`src/rtl/utf8_stream_decoder_unit_assert.svh`:
```
// Assertion macros shared by the decoder RTL
`ifndef UTF8_STREAM_DECODER_UNIT_ASSERT_SVH
`define UTF8_STREAM_DECODER_UNIT_ASSERT_SVH

// same-cycle implication, sampled on the rising edge, ignored during reset
`define UTF8DEC_ASSERT_IMP(lbl, ante, cons) \
   lbl: assert property (@(posedge clock) disable iff (reset) (ante) |-> (cons)) \
      else $error("utf8 decoder assertion failed");

// next-cycle implication
`define UTF8DEC_ASSERT_NXT(lbl, ante, cons) \
   lbl: assert property (@(posedge clock) disable iff (reset) (ante) |=> (cons)) \
      else $error("utf8 decoder assertion failed");

`endif

```
`src/rtl/utf8dec_pkg.sv`:
```
// Shared types, constants and byte helpers for the UTF-8 stream decoder
package utf8dec_pkg;

   localparam int unsigned BYTE_W = 8;
   localparam int unsigned CP_W   = 21;
   localparam int unsigned CNT_W  = 3;   // holds 0..4 bytes in the scan buffer

   localparam logic [CP_W-1:0]   REPL_CHAR   = 21'h00FFFD;
   localparam logic [CP_W-1:0]   MAX_CP      = 21'h10FFFF;
   localparam logic [9:0]        SURR_TOP    = 10'h01B;  // code_point[20:11] of D800..DFFF

   localparam logic [BYTE_W-1:0] LEAD2_LO    = 8'hC2;
   localparam logic [BYTE_W-1:0] LEAD2_HI    = 8'hDF;
   localparam logic [BYTE_W-1:0] LEAD3_LO    = 8'hE0;
   localparam logic [BYTE_W-1:0] LEAD3_HI    = 8'hEF;
   localparam logic [BYTE_W-1:0] LEAD4_LO    = 8'hF0;
   localparam logic [BYTE_W-1:0] LEAD4_HI    = 8'hF4;
   localparam logic [BYTE_W-1:0] LEAD_ED     = 8'hED;
   localparam logic [BYTE_W-1:0] CONT_MASK   = 8'hC0;
   localparam logic [BYTE_W-1:0] CONT_TAG    = 8'h80;
   localparam logic [BYTE_W-1:0] E0_MIN_2ND  = 8'hA0;
   localparam logic [BYTE_W-1:0] ED_MAX_2ND  = 8'h9F;
   localparam logic [BYTE_W-1:0] F0_MIN_2ND  = 8'h90;
   localparam logic [BYTE_W-1:0] F4_MAX_2ND  = 8'h8F;

   localparam logic              CMD_DATA    = 1'b0;
   localparam logic              CMD_FLUSH   = 1'b1;

   typedef enum logic [0:0] {
      ST_IDLE,
      ST_SCAN
   } state_type;

   typedef struct packed {
      logic load;   // take the accepted request into the buffer
      logic step;   // emit one result and drop its bytes
   } cmd_type;

   typedef struct packed {
      logic stop_now;   // nothing to emit for the buffered bytes
      logic stop_next;  // the result being formed is the last of the run
      logic out_free;   // result register can take a new result
   } status_type;

   // expected sequence length from the lead byte; invalid leads count as 1
   function automatic logic [CNT_W-1:0] lead_width(input logic [BYTE_W-1:0] b);
      logic [CNT_W-1:0] w;
      if (!b[7])                              w = 3'd1;
      else if (b >= LEAD2_LO && b <= LEAD2_HI) w = 3'd2;
      else if (b >= LEAD3_LO && b <= LEAD3_HI) w = 3'd3;
      else if (b >= LEAD4_LO && b <= LEAD4_HI) w = 3'd4;
      else                                     w = 3'd1;
      return w;
   endfunction

   function automatic logic is_cont(input logic [BYTE_W-1:0] b);
      return (b & CONT_MASK) == CONT_TAG;
   endfunction

endpackage

```
`src/rtl/utf8dec_ctrl.sv`:
```
// Controller: request intake and result sequencing for the UTF-8 decoder
module utf8dec_ctrl (
   input  logic                    clock,
   input  logic                    reset,
   input  logic                    req_valid,
   output logic                    req_ready,
   input  utf8dec_pkg::status_type sts,
   output utf8dec_pkg::cmd_type    cmd
);
   import utf8dec_pkg::*;

   state_type state_ff, state_in;

   always_ff @(posedge clock) begin
      if (reset) begin
         state_ff <= ST_IDLE;
      end else begin
         state_ff <= state_in;
      end
   end

   always_comb begin
      state_in  = state_ff;
      cmd       = '0;
      req_ready = 1'b0;
      unique case (state_ff)
         ST_IDLE: begin
            req_ready = 1'b1;
            if (req_valid) begin
               cmd.load = 1'b1;
               state_in = ST_SCAN;
            end
         end
         ST_SCAN: begin
            if (sts.stop_now) begin
               state_in = ST_IDLE;
            end else if (sts.out_free) begin
               cmd.step = 1'b1;
               if (sts.stop_next) begin
                  state_in = ST_IDLE;
               end
            end
         end
         default: begin
            state_in = ST_IDLE;
         end
      endcase
   end

endmodule

```
`src/rtl/utf8dec_datapath.sv`:
```
// Datapath: byte buffer, sequence check and decode, result register
module utf8dec_datapath (
   input  logic                              clock,
   input  logic                              reset,
   input  utf8dec_pkg::cmd_type              cmd,
   output utf8dec_pkg::status_type           sts,
   input  logic                              req_command,
   input  logic [utf8dec_pkg::BYTE_W-1:0]    req_data_byte,
   output logic                              rsp_valid,
   input  logic                              rsp_ready,
   output logic [utf8dec_pkg::CP_W-1:0]      rsp_code_point,
   output logic                              rsp_replaced,
   output logic                              rsp_last_of_run
);
   import utf8dec_pkg::*;

   // buffer: oldest byte in entry 0; only entries below cnt_ff are meaningful
   logic [BYTE_W-1:0] buf_ff [4];
   logic [BYTE_W-1:0] buf_in [4];
   logic [CNT_W-1:0]  cnt_ff, cnt_in;
   logic              flush_ff, flush_in;

   logic              rsp_valid_ff, rsp_valid_in;
   logic [CP_W-1:0]   cp_ff, cp_in;
   logic              rep_ff, rep_in;
   logic              last_ff, last_in;

   logic [BYTE_W-1:0] lead, second, nxt;
   logic [CNT_W-1:0]  width, drop, remain, sh;
   logic              bad_lead, short_seq, conts_ok, range_ok, good;
   logic [CP_W-1:0]   decoded;

   always_comb begin
      lead      = buf_ff[0];
      second    = buf_ff[1];
      width     = lead_width(lead);
      bad_lead  = lead[7] && (width == 3'd1);
      short_seq = width > cnt_ff;

      conts_ok = (width < 3'd2 || is_cont(buf_ff[1]))
              && (width < 3'd3 || is_cont(buf_ff[2]))
              && (width < 3'd4 || is_cont(buf_ff[3]));
      // overlong, surrogate and beyond-U+10FFFF forms show in the second byte
      range_ok = !(lead == LEAD3_LO && second < E0_MIN_2ND)
              && !(lead == LEAD_ED  && second > ED_MAX_2ND)
              && !(lead == LEAD4_LO && second < F0_MIN_2ND)
              && !(lead == LEAD4_HI && second > F4_MAX_2ND);
      good     = !bad_lead && !short_seq && conts_ok && range_ok;

      drop   = good ? width : 3'd1;
      remain = cnt_ff - drop;

      case (drop)
         3'd1:    nxt = buf_ff[1];
         3'd2:    nxt = buf_ff[2];
         3'd3:    nxt = buf_ff[3];
         default: nxt = buf_ff[0];
      endcase

      case (width)
         3'd2:    decoded = {10'd0, lead[4:0], buf_ff[1][5:0]};
         3'd3:    decoded = {5'd0, lead[3:0], buf_ff[1][5:0], buf_ff[2][5:0]};
         3'd4:    decoded = {lead[2:0], buf_ff[1][5:0], buf_ff[2][5:0], buf_ff[3][5:0]};
         default: decoded = {13'd0, lead};
      endcase

      sts.stop_now  = (cnt_ff == 3'd0) || (!flush_ff && short_seq);
      sts.stop_next = (remain == 3'd0)
                   || (!flush_ff && (lead_width(nxt) > remain));
      sts.out_free  = !rsp_valid_ff || rsp_ready;
   end

   always_comb begin
      sh       = '0;
      buf_in   = buf_ff;
      cnt_in   = cnt_ff;
      flush_in = flush_ff;
      if (cmd.load) begin
         flush_in = req_command;
         if (req_command == CMD_DATA) begin
            buf_in[cnt_ff[1:0]] = req_data_byte;
            cnt_in              = cnt_ff + 3'd1;
         end
      end else if (cmd.step) begin
         for (int i = 0; i < 4; i++) begin
            sh = CNT_W'(i) + drop;
            if (sh < 3'd4) begin
               buf_in[i] = buf_ff[sh[1:0]];
            end
         end
         cnt_in = remain;
      end
   end

   always_comb begin
      rsp_valid_in = rsp_valid_ff;
      cp_in        = cp_ff;
      rep_in       = rep_ff;
      last_in      = last_ff;
      if (cmd.step) begin
         rsp_valid_in = 1'b1;
         cp_in        = good ? decoded : REPL_CHAR;
         rep_in       = !good;
         last_in      = sts.stop_next;
      end else if (rsp_ready) begin
         rsp_valid_in = 1'b0;
      end
   end

   always_ff @(posedge clock) begin
      if (reset) begin
         cnt_ff       <= '0;
         flush_ff     <= 1'b0;
         rsp_valid_ff <= 1'b0;
      end else begin
         cnt_ff       <= cnt_in;
         flush_ff     <= flush_in;
         rsp_valid_ff <= rsp_valid_in;
      end
   end

   always_ff @(posedge clock) begin
      buf_ff  <= buf_in;
      cp_ff   <= cp_in;
      rep_ff  <= rep_in;
      last_ff <= last_in;
   end

   assign rsp_valid       = rsp_valid_ff;
   assign rsp_code_point  = cp_ff;
   assign rsp_replaced    = rep_ff;
   assign rsp_last_of_run = last_ff;

endmodule

```
`src/rtl/utf8_stream_decoder_unit.sv`:
```
// Top level of the UTF-8 stream decoder: controller, datapath and checks
// Usage:
//   req channel: one request per byte (req_command = data) or a flush request
//   (req_command = flush) at timeout or end of input. Held bytes of an
//   unfinished sequence (up to three) are kept between requests.
//   rsp channel: decoded scalar values in order; U+FFFD with rsp_replaced set
//   for malformed input; rsp_last_of_run marks the final result of a request.
//   A request may give no result (incomplete sequence, or flush when empty).
// Timing:
//   A request is taken into the byte buffer, then the shared check/decode
//   step runs once per result, each step waiting while the result register
//   is not free. The load registers the byte into the buffer; the first step
//   then writes the first result into the result register.
// Reset: synchronous, active high; clears held-byte count and result valid.
// Stall: while a held result waits on rsp_ready, the result register holds and
//   the step waits; req_ready stays low until the request's last result is formed.
module utf8_stream_decoder_unit (
   input  logic                               clock,
   input  logic                               reset,
   input  logic                               req_valid,
   output logic                               req_ready,
   input  logic                               req_command,
   input  logic [utf8dec_pkg::BYTE_W-1:0]     req_data_byte,
   output logic                               rsp_valid,
   input  logic                               rsp_ready,
   output logic [utf8dec_pkg::CP_W-1:0]       rsp_code_point,
   output logic                               rsp_replaced,
   output logic                               rsp_last_of_run
);
   import utf8dec_pkg::*;

   cmd_type    cmd;
   status_type sts;

   utf8dec_ctrl u_ctrl (
      .clock     (clock),
      .reset     (reset),
      .req_valid (req_valid),
      .req_ready (req_ready),
      .sts       (sts),
      .cmd       (cmd)
   );

   utf8dec_datapath u_datapath (
      .clock           (clock),
      .reset           (reset),
      .cmd             (cmd),
      .sts             (sts),
      .req_command     (req_command),
      .req_data_byte   (req_data_byte),
      .rsp_valid       (rsp_valid),
      .rsp_ready       (rsp_ready),
      .rsp_code_point  (rsp_code_point),
      .rsp_replaced    (rsp_replaced),
      .rsp_last_of_run (rsp_last_of_run)
   );

`include "utf8_stream_decoder_unit_assert.svh"

   `UTF8DEC_ASSERT_IMP(a_repl_value, rsp_valid && rsp_replaced, rsp_code_point == REPL_CHAR)
   `UTF8DEC_ASSERT_IMP(a_scalar_value, rsp_valid && !rsp_replaced,
      rsp_code_point <= MAX_CP && rsp_code_point[20:11] != SURR_TOP)
   `UTF8DEC_ASSERT_NXT(a_busy_after_req, req_valid && req_ready, !req_ready)
   `UTF8DEC_ASSERT_IMP(a_step_not_idle, req_ready, !cmd.step)

endmodule

```
`config.mk`:
```
export PLATFORM = sky130hd
export DESIGN_NAME = utf8_stream_decoder_unit
export DESIGN_NICKNAME = d
export VERILOG_FILES = /design/src/rtl/utf8dec_pkg.sv /design/src/rtl/utf8dec_ctrl.sv /design/src/rtl/utf8dec_datapath.sv /design/src/rtl/utf8_stream_decoder_unit.sv
export VERILOG_INCLUDE_DIRS = /design/src /design/src/rtl
export SDC_FILE = /design/constraint.sdc
export NUM_CORES = 1
export LEC_CHECK = 0
export BUFFER_PORTS_ARGS = -buffer_cell sky130_fd_sc_hd__buf_2
export CAP_MARGIN = 40
export CELL_PAD_IN_SITES_DETAIL_PLACEMENT = 1
export CELL_PAD_IN_SITES_GLOBAL_PLACEMENT = 2
export CORE_MARGIN = 2
export CORE_UTILIZATION = 38
export DETAILED_ROUTE_END_ITERATION = 6
export GPL_TIMING_DRIVEN = 0
export HOLD_SLACK_MARGIN = 0.03
export PLACE_DENSITY_LB_ADDON = 0.1
export SETUP_SLACK_MARGIN = 0.3
export SYNTH_ARGS = -nofsm -noshare
export SYNTH_HDL_FRONTEND = slang
export SYNTH_SLANG_ARGS = --single-unit
```
`constraint.sdc`:
```
create_clock -name clock -period 7.5 [get_ports clock]
set_input_delay 0.375 -clock clock [delete_from_list [all_inputs] [get_ports clock]]
set_output_delay 0.375 -clock clock [all_outputs]
set_load 0.02 [all_outputs]
```
Word-level counts from Yosys, hierarchy flattened
Cells that the tools add are included.
{"block": "totals", "ff_bits": 61}
{"block": "classes", "n_lt_le_gt_ge": 31, "n_reduce_logical": 50, "n_mux": 48, "bitwise_logic": 6, "n_eq_ne": 15, "add_sub_neg": 5}
{"op": "two-way mux 8 bit", "count": 13}
{"op": "two-way mux 32 bit", "count": 3}
{"op": "binary-select mux 8 bit (select 2 bit)", "count": 4}
{"op": "case mux 21 bit (3 select lines)", "count": 1}
{"op": ">= comparator 8 bit, second input constant", "count": 6}
{"op": "<= comparator 8 bit, second input constant", "count": 6}
{"op": "two-way mux 3 bit", "count": 12}
{"op": "bitwise mux 32 bit", "count": 1}
{"op": "== test 8 bit, second input constant", "count": 4}
{"op": "case mux 8 bit (3 select lines)", "count": 1}
{"op": "logical AND 1 bit", "count": 22}
{"op": "demux 8 bit (select 2 bit)", "count": 1}
{"op": "> comparator 8 bit, second input constant", "count": 2}
{"op": "< comparator 8 bit, second input constant", "count": 2}
{"op": ">= comparator 3 bit, second input constant", "count": 5}
{"op": "< comparator 3 bit, second input constant", "count": 5}
{"op": "inverter 2 -> 3 bit", "count": 5}
{"op": "== test 3 x 2 -> 1 bit, second input constant", "count": 4}
{"op": "AND reduction 3 bit", "count": 4}
{"op": "nonzero test 2 bit", "count": 6}
{"op": "two-way mux 1 bit", "count": 11}
{"op": "zero test 1 bit", "count": 9}
{"op": "adder 2 x 3 -> 3 bit, first input constant", "count": 2}
{"op": "== test 2 bit, second input constant", "count": 3}
{"op": "other kinds (14)", "count": 23}

Longest topological paths before layout
Gate-level depths: netlist (run 1).
{"block": "logic_depth", "depth_word": 28, "mapped_depth": 31, "ltp_nobuf": 27}

Cells and area by module
Synthesis (run 1) repeated with hierarchy kept, for this count alone.
{"block": "unflattened", "cells_unflattened": 450, "hier_area_um2": 4443.0}
{"mod": "utf8dec_datapath", "instances": 1, "cells_each": 442, "area_each_um2": 4385.5}
{"mod": "utf8dec_ctrl", "instances": 1, "cells_each": 8, "area_each_um2": 57.6}

Least setup slack after synthesis (run 1)
Ideal clock, no wire load.
{"block": "synth_path", "kind": "register -> register", "from": "register u_datapath.buf_ff (netlist bit u_datapath.lead[1])", "to": "register u_ctrl.state_ff", "slack_ps": 1772, "t_arrival_ps": 5633, "stages_incl_launch_ff": 30, "path_buffers": 4, "t_required_ps": 7405, "setup_time_ps": 95, "path_cell_list": "edfxtp_1 > o21ai_0 > nand3_2 > clkinv_4 > clkbuf_1 > clkbuf_1 > ha_1 > a21o_1 > o21ai_0 > a41oi_1 > a221oi_4 > and2_1 > nand2_2 > inv_1 > buf_6 > ha_1 > ha_1 > clkbuf_1 > nand2_1 > a21oi_1 > a2bb2oi_1 > a211oi_1 > a211o_1 > o21ai_0 > ha_1 > nor2b_1 > o21ai_0 > nand2b_1 > a32o_1 > a221oi_1"}
{"item": "from (decl)", "line_no": "utf8dec_datapath.sv:18", "text": "logic [BYTE_W-1:0] buf_ff [4];"}
{"item": "from (signal assigned)", "line_no": "utf8dec_datapath.sv:123", "text": "buf_ff <= buf_in;"}
{"item": "to (signal assigned)", "line_no": "utf8dec_ctrl.sv:18", "text": "state_ff <= state_in;"}
{"item": "to (decl)", "line_no": "utf8dec_ctrl.sv:12", "text": "state_type state_ff, state_in;"}

==> impl_results.html, run 1 <==
<table>
<tr><th>Metric</th><th>Value</th></tr>
<tr><th colspan="2">Logic synthesis</th></tr>
<tr><td>Share of the synthesized area in the top cell type</td><td>0.372</td></tr>
<tr><td>Unique cell type count in the Yosys netlist</td><td>between 60 and 70</td></tr>
<tr><td>Post-synth EDFFs</td><td>55</td></tr>
<tr><td>Synthesized instance count</td><td>476</td></tr>
<tr><td>Area of the mapped netlist</td><td>4450 µm²</td></tr>
<tr><td>Ys Warns</td><td>0</td></tr>
<tr><td>Area contributors post-synth</td><td>edfxtp_1 37%, o21ai_0 4.7%, nand3_1 4.6%</td></tr>
<tr><td>Average instance area after synthesis</td><td>~9.3 µm²</td></tr>
<tr><td>Register area share after synthesis</td><td>0.399</td></tr>
<tr><td>Most used DFF post-synth</td><td>edfxtp_1</td></tr>
<tr><td>Post-Syn Nets</td><td>506</td></tr>
<tr><td>Post-synth ARST share</td><td>0</td></tr>
<tr><td>Largest area contributor in the synthesized netlist</td><td>edfxtp_1</td></tr>
<tr><td>Post-synthesis sequential element count</td><td>61</td></tr>
<tr><th colspan="2">CTS</th></tr>
<tr><td>Clock Tree Root</td><td>clkbuf_16</td></tr>
<tr><td>TritonCTS clock tree</td><td>done</td></tr>
<tr><td>Maximum clock insertion buffer count</td><td>2</td></tr>
<tr><td>Clk_lat worst skew</td><td>between 0.3 and 0.4 ns</td></tr>
<tr><td>Total number of clock tree sinks</td><td>61</td></tr>
<tr><td>Number of buffers inserted during clock tree synthesis</td><td>9</td></tr>
<tr><td>Post-CTS clock slew at the launch and capture registers of the worst setup and hold paths</td><td>about 0.06 ns</td></tr>
<tr><td>Depth of the CTS H-tree</td><td>3</td></tr>
<tr><td>Hold buffers post-CTS</td><td>0</td></tr>
<tr><th colspan="2">Cells and area</th></tr>
<tr><td>Antenna diode instance count</td><td>0</td></tr>
<tr><td>Final Util</td><td>0.456</td></tr>
<tr><td>Post-layout net count</td><td>around 570</td></tr>
<tr><td>Share of cells above drive strength 1</td><td>0.197</td></tr>
<tr><td>Area Growth Syn to Fin</td><td>17.0%</td></tr>
<tr><td>Fin cells</td><td>~700</td></tr>
<tr><th colspan="2">STA</th></tr>
<tr><td>Setup violations, final</td><td>0</td></tr>
<tr><td>Least-Margin Pin Slew</td><td>between 0.7 and 0.8 ns</td></tr>
<tr><td>Minimum period implied by the final worst setup slack</td><td>6.82 ns</td></tr>
<tr><td>Setup WS post-layout</td><td>roughly 0.68 ns</td></tr>
<tr><td>Setup TNS</td><td>0 ns</td></tr>
<tr><td>Hold violation count in the final report</td><td>0</td></tr>
<tr><td>Highest clock frequency the design can meet</td><td>roughly 0.15 GHz</td></tr>
<tr><td>Normalized max-slew margin</td><td>0.506</td></tr>
<tr><td>Final count of pins violating max slew</td><td>0</td></tr>
<tr><td>Part of the cycle the worst path needs</td><td>0.910</td></tr>
<tr><td>RSZ-0062 raised after global routing</td><td>no</td></tr>
<tr><td>Fin Clk Skew</td><td>about 0.0064 ns</td></tr>
<tr><th colspan="2">Floorplanning</th></tr>
<tr><td>Count of standard-cell rows</td><td>39</td></tr>
<tr><td>Overall die height</td><td>about 110 µm</td></tr>
<tr><td>Die area</td><td>between 10000 and 15000 µm²</td></tr>
<tr><td>Top Ports</td><td>38</td></tr>
<tr><td>Initial standard-cell utilization of the core</td><td>0.389</td></tr>
<tr><td>Core Box Area</td><td>11400 µm²</td></tr>
<tr><td>Width of the chip</td><td>around 110 µm</td></tr>
<tr><th colspan="2">Global route</th></tr>
<tr><td>Pin count of the biggest net entering global routing</td><td>20</td></tr>
<tr><td>GRT Resource Usage Total</td><td>0.264</td></tr>
<tr><td>Overflow left after global routing</td><td>0</td></tr>
<tr><td>Vias in the first global route</td><td>between 4000 and 5000</td></tr>
<tr><td>Global-route wire length before repair</td><td>between 20000 and 30000 µm</td></tr>
<tr><td>Antenna violations before repair</td><td>0</td></tr>
<tr><th colspan="2">Critical path</th></tr>
<tr><td>Worst-path fanout max</td><td>13</td></tr>
<tr><td>Crit-path most repeated cell</td><td>ha_1</td></tr>
<tr><td>Critical Path Sink Type</td><td>register</td></tr>
<tr><td>Kind of start point of the critical path</td><td>register</td></tr>
<tr><td>Arrival time of data at the critical path endpoint</td><td>7.06 ns</td></tr>
<tr><td>Required time at the worst-slack endpoint</td><td>approximately 7.7 ns</td></tr>
<tr><td>Cell with the largest stage delay on the worst path</td><td>edfxtp_1</td></tr>
<tr><td>Max incr delay on CP</td><td>~0.42 ns</td></tr>
<tr><td>Setup CP Type</td><td>reg2reg</td></tr>
<tr><th colspan="2">Place</th></tr>
<tr><td>Placed cells</td><td>approximately 660</td></tr>
<tr><td>Port Buf Inserts</td><td>37</td></tr>
<tr><td>Final HPWL from detailed placement</td><td>about 12000 µm</td></tr>
<tr><td>Final estimated routing congestion in global placement</td><td>0.864</td></tr>
<tr><td>Worst-case setup slack after placement</td><td>-0.0190 ns</td></tr>
<tr><th colspan="2">Pwr</th></tr>
<tr><td>Total power consumption of the routed design</td><td>between 1 and 1.5 mW</td></tr>
<tr><td>Power Density</td><td>252 nW/µm²</td></tr>
<tr><td>Leakage Power</td><td>between 1.5 and 2 nW</td></tr>
<tr><td>Max VDD drop</td><td>between 0.1 and 0.15 mV</td></tr>
<tr><th colspan="2">Run status</th></tr>
<tr><td>Run status</td><td>completed</td></tr>
<tr><th colspan="2">Routing</th></tr>
<tr><td>Vias after detailed routing</td><td>4303</td></tr>
<tr><td>Antenna-violating nets left</td><td>0</td></tr>
<tr><td>Total routed wirelength</td><td>approximately 17000 µm</td></tr>
<tr><td>DR pass1 iterations</td><td>5</td></tr>
<tr><td>Residual DRC count</td><td>0</td></tr>
<tr><td>Per-cell via count in the routed design</td><td>about 6.3</td></tr>
<tr><td>Drt first-iter violations</td><td>approximately 340</td></tr>
<tr><td>Average routed wire per standard cell</td><td>24.3 µm</td></tr>
<tr><th colspan="2">Job</th></tr>
<tr><td>Max-cap violations</td><td>0</td></tr>
<tr><th colspan="2">Hold path</th></tr>
<tr><td>Worst min-delay path category</td><td>in2reg</td></tr>
</table>
## metrics by stage
step / hold slack [ns] / cell area, µm²
finish: 0.299 / 5200
global route: 0.304 / 5200
CTS: 0.284 / 5140
detailed placement: 0.480 / 4850
global placement: 0.479 / 4810
floorplan: 0.440 / 4450
## final cells by class
| cell class | count | area (µm²) |
|---|---|---|
| fill | 1346 | 6220 |
| multi-input combinational | 363 | 2460 |
| sequential | 61 | 1770 |
| timing repair buffer | 47 | 265 |
| clock buffer | 9 | 225 |
| buffer | 39 | 191 |
| tap | 143 | 179 |
| inverter | 14 | 57.6 |
| clock inverter | 6 | 55.1 |
## worst max-delay path, delay by kind of cell, from the launching register on
kind | cells | cell delay [ns]
AND/OR/NAND/NOR | 7 | 1.25
flip-flops | 1 | 0.42
adder cells (fa/ha/maj) | 4 | 0.97
buffers and inverters | 6 | 1.49
AO/OA/AOI/OAI | 12 | 2.55
## routing by layer
layer,GRT usage,routed length (µm)
met1,0.363,7450
met3,0.0459,1090
met4,0.0919,411
met2,0.420,7610
met5,0,0
## flip-flops by register name (all words and copies together), names as in the netlist
| register | flops |
|---|---|
| u_ctrl.state_ff | 1 |
| u_datapath.buf_ff | 16 |
| u_datapath.cnt_ff | 3 |
| u_datapath.flush_ff | 1 |
| u_datapath.lead | 8 |
| u_datapath.rsp_code_point | 21 |
| u_datapath.rsp_last_of_run | 1 |
| u_datapath.rsp_replaced | 1 |
| u_datapath.rsp_valid | 1 |
| u_datapath.second | 8 |
## where the power goes
| part | internal [mW] | switching (mW) | total (mW) |
|---|---|---|---|
| registers | 0.423 | 0.0332 | 0.456 |
| clock network | 0.252 | 0.157 | 0.408 |
| logic | 0.160 | 0.287 | 0.447 |
| total | 0.834 | 0.477 | 1.31 |
## synth_stat cells (6+ instances only)
cell type   n
a211oi_1    6
a21oi_1    35
a221o_1     6
a221oi_1    6
a222oi_1    9
a31oi_1     8
and2_1      8
clkbuf_1   26
dfxtp_1     6
edfxtp_1   55
ha_1       16
inv_1      12
mux2_2     11
mux2i_1    15
nand2_1    48
nand3_1    41
nor2_1     34
nor2b_1     6
o211ai_1    6
o21ai_0    42
## kinds of logic (layout without fill, tap and decap cells)
| group | Yosys count | after routing | share of synthesized area |
|---|---|---|---|
| buffers and inverters | 53 | 115 | 0.0546 |
| multiplexers | 30 | 30 | 0.0819 |
| flip-flops | 61 | 61 | 0.399 |
| XOR/XNOR | 4 | 4 | 0.00788 |
| AND/OR/NAND/NOR | 160 | 160 | 0.171 |
| AO/OA/AOI/OAI | 151 | 152 | 0.236 |
| adder cells (fa/ha/maj) | 17 | 17 | 0.0495 |
## final timing paths
path,depth (start not counted),slack (ns),from,endpoint
max,29,0.68,u_datapath.lead[3]$_DFFE_PP_,u_ctrl.state_ff$_SDFF_PP0_
min,2,0.30,reset,u_datapath.cnt_ff[2]$_SDFFE_PP0P_
max reg2reg,29,0.68,u_datapath.lead[3]$_DFFE_PP_,u_ctrl.state_ff$_SDFF_PP0_
min reg2reg,2,0.49,u_datapath.cnt_ff[2]$_SDFFE_PP0P_,u_datapath.cnt_ff[2]$_SDFFE_PP0P_
## placed cells by master, fill, tap and decap left out, types with 11 or more instances in the layout
cell type / synthesis / layout
mux2_2: 11 / 11
buf_2: 4 / 42
nand2_1: 48 / 48
o21ai_0: 42 / 40
mux2i_1: 15 / 15
nor2_1: 34 / 33
inv_1: 12 / 12
clkbuf_1: 26 / 21
ha_1: 16 / 16
edfxtp_1: 55 / 55
nand3_1: 41 / 41
a21oi_1: 35 / 35
## timing repair
item	in CTS	in global routing
buffers inserted	0	5
cloned	0	1
pin swaps	0	0
resized for setup	5	3
endpoints found under the setup margin	2	2
Note: power is estimated with default switching activity, not from simulation.
==> run 2, diff against run 1 <==
==> constraint.sdc (replaced) <==
create_clock -name clock -period 6.55 [get_ports clock]
set_input_delay 0.3275 -clock clock [delete_from_list [all_inputs] [get_ports clock]]
set_output_delay 0.3275 -clock clock [all_outputs]
set_load 0.02 [all_outputs]
==> run 2 against run 1 <==
  * First-iteration DRC count increased by 5.1%
  * Setup slack worse by 0.23 ns
  * Flip-flop and latch count unchanged
  * Global-route usage rose by 0.23 points
  * Register-to-register slack worse by 0.23 ns
  * Clock skew about the same
  * Clock-buffer cell count unchanged
  * Routed wire length increased by 0.30%
  * Cell area is 1.9% higher
  * Die area unchanged
==> impl_results.html, run 2 (synthesis results as in run 1) <==
<table>
<tr><th>Metric</th><th>Value</th></tr>
<tr><th colspan="2">Critical path</th></tr>
<tr><td>Setup CP Type</td><td>reg2reg</td></tr>
<tr><td>Required time at the worst-slack endpoint</td><td>6.79 ns (-0.95 ns)</td></tr>
<tr><td>Arrival time of data at the critical path endpoint</td><td>6.34 ns (-0.72 ns)</td></tr>
<tr><td>Critical Path Sink Type</td><td>register</td></tr>
<tr><td>Kind of start point of the critical path</td><td>register</td></tr>
<tr><td>Critical Path Sink</td><td>u_ctrl.state_ff$_SDFF_PP0_</td></tr>
<tr><td>Critical Path Source</td><td>u_datapath.lead[2]$_DFFE_PP_</td></tr>
<tr><td>Worst reg2reg startpoint</td><td>u_datapath.lead[2]$_DFFE_PP_</td></tr>
<tr><td>Number of cells on the worst reg-to-reg path</td><td>27 (-6.9%)</td></tr>
<tr><td>Slack of the worst reg-to-reg path</td><td>0.45 ns (-0.23 ns)</td></tr>
<tr><td>Worst-path fanout max</td><td>13 (unchanged)</td></tr>
<tr><td>End of the worst register-to-register path</td><td>u_ctrl.state_ff$_SDFF_PP0_</td></tr>
<tr><th colspan="2">Pwr</th></tr>
<tr><td>Leakage Power</td><td>1.98 nW (+1.5%)</td></tr>
<tr><td>Power Density</td><td>286 nW/µm² (+14%)</td></tr>
<tr><td>Total power consumption of the routed design</td><td>1.52 mW (+16%)</td></tr>
<tr><td>Max VDD drop</td><td>0.138 mV (+20%)</td></tr>
<tr><th colspan="2">CTS</th></tr>
<tr><td>Depth of the CTS H-tree</td><td>3 (unchanged)</td></tr>
<tr><td>Total number of clock tree sinks</td><td>61 (unchanged)</td></tr>
<tr><td>Number of buffers inserted during clock tree synthesis</td><td>9 (unchanged)</td></tr>
<tr><td>Post-CTS clock slew at the launch and capture registers of the worst setup and hold paths</td><td>0.06 ns (about the same)</td></tr>
<tr><td>Maximum clock insertion buffer count</td><td>2 (unchanged)</td></tr>
<tr><td>Clock Tree Root</td><td>clkbuf_16</td></tr>
<tr><td>TritonCTS clock tree</td><td>done</td></tr>
<tr><td>Hold buffers post-CTS</td><td>0 (unchanged)</td></tr>
<tr><td>Clk_lat worst skew</td><td>0.34 ns (about the same)</td></tr>
<tr><th colspan="2">Global route</th></tr>
<tr><td>Antenna violations before repair</td><td>0 (unchanged)</td></tr>
<tr><td>Global-route wire length before repair</td><td>25400 µm (+0.93%)</td></tr>
<tr><td>GRT Resource Usage Total</td><td>0.266 (+0.00229)</td></tr>
<tr><td>Pin count of the biggest net entering global routing</td><td>20 (unchanged)</td></tr>
<tr><td>Overflow left after global routing</td><td>0 (unchanged)</td></tr>
<tr><td>Vias in the first global route</td><td>4310 (+0.82%)</td></tr>
<tr><th colspan="2">STA</th></tr>
<tr><td>Final count of pins violating max slew</td><td>0 (unchanged)</td></tr>
<tr><td>Minimum period implied by the final worst setup slack</td><td>6.10 ns (-0.723 ns)</td></tr>
<tr><td>Setup TNS</td><td>0 ns (unchanged)</td></tr>
<tr><td>Normalized max-slew margin</td><td>0.497 (-0.00868)</td></tr>
<tr><td>Setup violations, final</td><td>0 (unchanged)</td></tr>
<tr><td>Setup WS post-layout</td><td>0.451 ns (-0.227 ns)</td></tr>
<tr><td>Worst hold margin</td><td>0.249 ns (-0.0503 ns)</td></tr>
<tr><td>Highest clock frequency the design can meet</td><td>0.164 GHz (+12%)</td></tr>
<tr><td>RSZ-0062 raised after global routing</td><td>no</td></tr>
<tr><td>Hold violation count in the final report</td><td>0 (unchanged)</td></tr>
<tr><td>Least-Margin Pin Slew</td><td>0.754 ns (+0.0130 ns)</td></tr>
<tr><td>Fin Clk Skew</td><td>0.00652 ns (+0.000116 ns)</td></tr>
<tr><td>Part of the cycle the worst path needs</td><td>0.931 (+0.0216)</td></tr>
<tr><th colspan="2">Place</th></tr>
<tr><td>Worst-case setup slack after placement</td><td>-0.969 ns (-0.950 ns)</td></tr>
<tr><td>Final HPWL from detailed placement</td><td>11900 µm (unchanged)</td></tr>
<tr><td>Post-detailed-placement cell area</td><td>4850 µm² (unchanged)</td></tr>
<tr><td>Final estimated routing congestion in global placement</td><td>0.864 (unchanged)</td></tr>
<tr><td>Port Buf Inserts</td><td>37 (unchanged)</td></tr>
<tr><th colspan="2">Routing</th></tr>
<tr><td>Residual DRC count</td><td>0 (unchanged)</td></tr>
<tr><td>Total routed wirelength</td><td>16600 µm (+0.30%)</td></tr>
<tr><td>Per-cell via count in the routed design</td><td>6.32 (+0.11%)</td></tr>
<tr><td>DR pass1 iterations</td><td>5 (unchanged)</td></tr>
<tr><td>Antenna-violating nets left</td><td>0 (unchanged)</td></tr>
<tr><td>Average routed wire per standard cell</td><td>24.4 µm (+0.59%)</td></tr>
<tr><td>Drt first-iter violations</td><td>352 (+5.1%)</td></tr>
<tr><td>Vias after detailed routing</td><td>4295 (-0.19%)</td></tr>
<tr><th colspan="2">Cells and area</th></tr>
<tr><td>Commonest cells after routing, fill and taps aside</td><td>55 x edfxtp_1, 48 x nand2_1, 41 x nand3_1</td></tr>
<tr><td>Post-layout net count</td><td>563 (-0.35%)</td></tr>
<tr><td>Antenna diode instance count</td><td>0 (unchanged)</td></tr>
<tr><td>Max FFs per register</td><td>21 (unchanged)</td></tr>
<tr><td>Most common cell after layout, fill and taps aside</td><td>edfxtp_1</td></tr>
<tr><td>Share of cells above drive strength 1</td><td>0.225 (+0.0287)</td></tr>
<tr><td>Largest registers ranked by flip-flop count</td><td>u_datapath.rsp_code_point x21, u_datapath.buf_ff x16</td></tr>
<tr><td>Final instance area</td><td>5300 µm² (+1.9%)</td></tr>
<tr><td>Most flop-heavy register</td><td>u_datapath.rsp_code_point</td></tr>
<tr><td>Area Growth Syn to Fin</td><td>19.2%</td></tr>
<tr><th colspan="2">Floorplanning</th></tr>
<tr><td>Initial standard-cell utilization of the core</td><td>0.389 (unchanged)</td></tr>
<tr><td>Core Box Area</td><td>11400 µm² (unchanged)</td></tr>
<tr><td>Die area</td><td>12600 µm² (unchanged)</td></tr>
<tr><td>Top Ports</td><td>38 (unchanged)</td></tr>
<tr><td>Count of standard-cell rows</td><td>39 (unchanged)</td></tr>
<tr><td>Width of the chip</td><td>112 µm (unchanged)</td></tr>
<tr><td>Overall die height</td><td>112 µm (unchanged)</td></tr>
<tr><th colspan="2">Hold path</th></tr>
<tr><td>Worst min-delay path category</td><td>in2reg</td></tr>
<tr><th colspan="2">Job</th></tr>
<tr><td>Max-cap violations</td><td>0 (unchanged)</td></tr>
<tr><th colspan="2">Run status</th></tr>
<tr><td>Run status</td><td>completed</td></tr>
</table>
==> run 2: cell count changes in the layout (fill, tap and decap cells not counted), moves of 3 or more <==
cell	previous run	this run
clkbuf_4	0	4
a221oi_1	6	2
clkbuf_2	5	2
buf_2	42	39
a221oi_2	1	4
==> run 2: what timing repair did <==
action,CTS,global route
buffers inserted,3,1
setup endpoints to repair,2,2
resized for setup,18,23
==> run 2: worst min-delay path by stage <==
| stage | to | cells past startpoint | slack [ns] | startpoint |
|---|---|---|---|---|
| floorplan | u_datapath.cnt_ff[1]$_SDFFE_PP0P_ | 1 | 0.40 | reset |
| finish | u_datapath.cnt_ff[2]$_SDFFE_PP0P_ | 2 | 0.25 | reset |
| detailed placement | u_datapath.cnt_ff[2]$_SDFFE_PP0P_ | 2 | 0.48 | u_datapath.cnt_ff[2]$_SDFFE_PP0P_ |
| CTS | u_datapath.cnt_ff[2]$_SDFFE_PP0P_ | 2 | 0.24 | reset |
| global route | u_datapath.cnt_ff[2]$_SDFFE_PP0P_ | 2 | 0.26 | reset |
| global placement | u_datapath.cnt_ff[2]$_SDFFE_PP0P_ | 2 | 0.48 | u_datapath.cnt_ff[2]$_SDFFE_PP0P_ |
==> run 2: final cells by class <==
class	count	area, µm²
tap	143	179
fill	1331	6120
timing repair buffer	46	262
multi-input combinational	362	2530
inverter	14	60.1
clock inverter	6	55.1
sequential	61	1770
buffer	39	220
clock buffer	9	225
==> run 2: routing by layer <==
layer / part of all wire / track usage
met1: 0.45 / 0.366
met4: 0.030 / 0.0886
met5: 0 / 0
met2: 0.46 / 0.425
met3: 0.063 / 0.0481
==> run 2: stage by stage <==
stage | instances | util
after floorplan | 476 | -
after global placement | 656 | 0.421
after detailed placement | 661 | 0.425
after CTS | 679 | 0.456
after global routing | 680 | 0.464
final | 680 | 0.464
==> run 2: worst max-delay path: stages, from the launching register on <==
cell,delay (ns)
edfxtp_1,0.45
o41a_2,0.56
buf_6,0.17
nor2_2,0.17
inv_1,0.15
ha_1,0.35
nand2_1,0.11
o21ai_2,0.21
a41oi_2,0.09
a221oi_4,0.28
and2_2,0.24
nand2_4,0.11
inv_4,0.12
buf_6,0.18
ha_1,0.29
clkbuf_4,0.27
nand3_1,0.12
o21ai_0,0.19
a2bb2oi_2,0.25
a211oi_2,0.08
a211o_1,0.34
o21ai_0,0.10
ha_1,0.27
nor2b_1,0.13
o21ai_0,0.15
nand2b_1,0.08
a32o_1,0.26
a221oi_1,0.26
==> run 2: power breakdown <==
part	total [mW]	switching (mW)	internal, mW	leakage, nW
clock network	0.469	0.181	0.288	0.136
registers	0.525	0.0399	0.485	0.547
logic	0.523	0.334	0.189	1.30
total	1.52	0.554	0.962	1.98
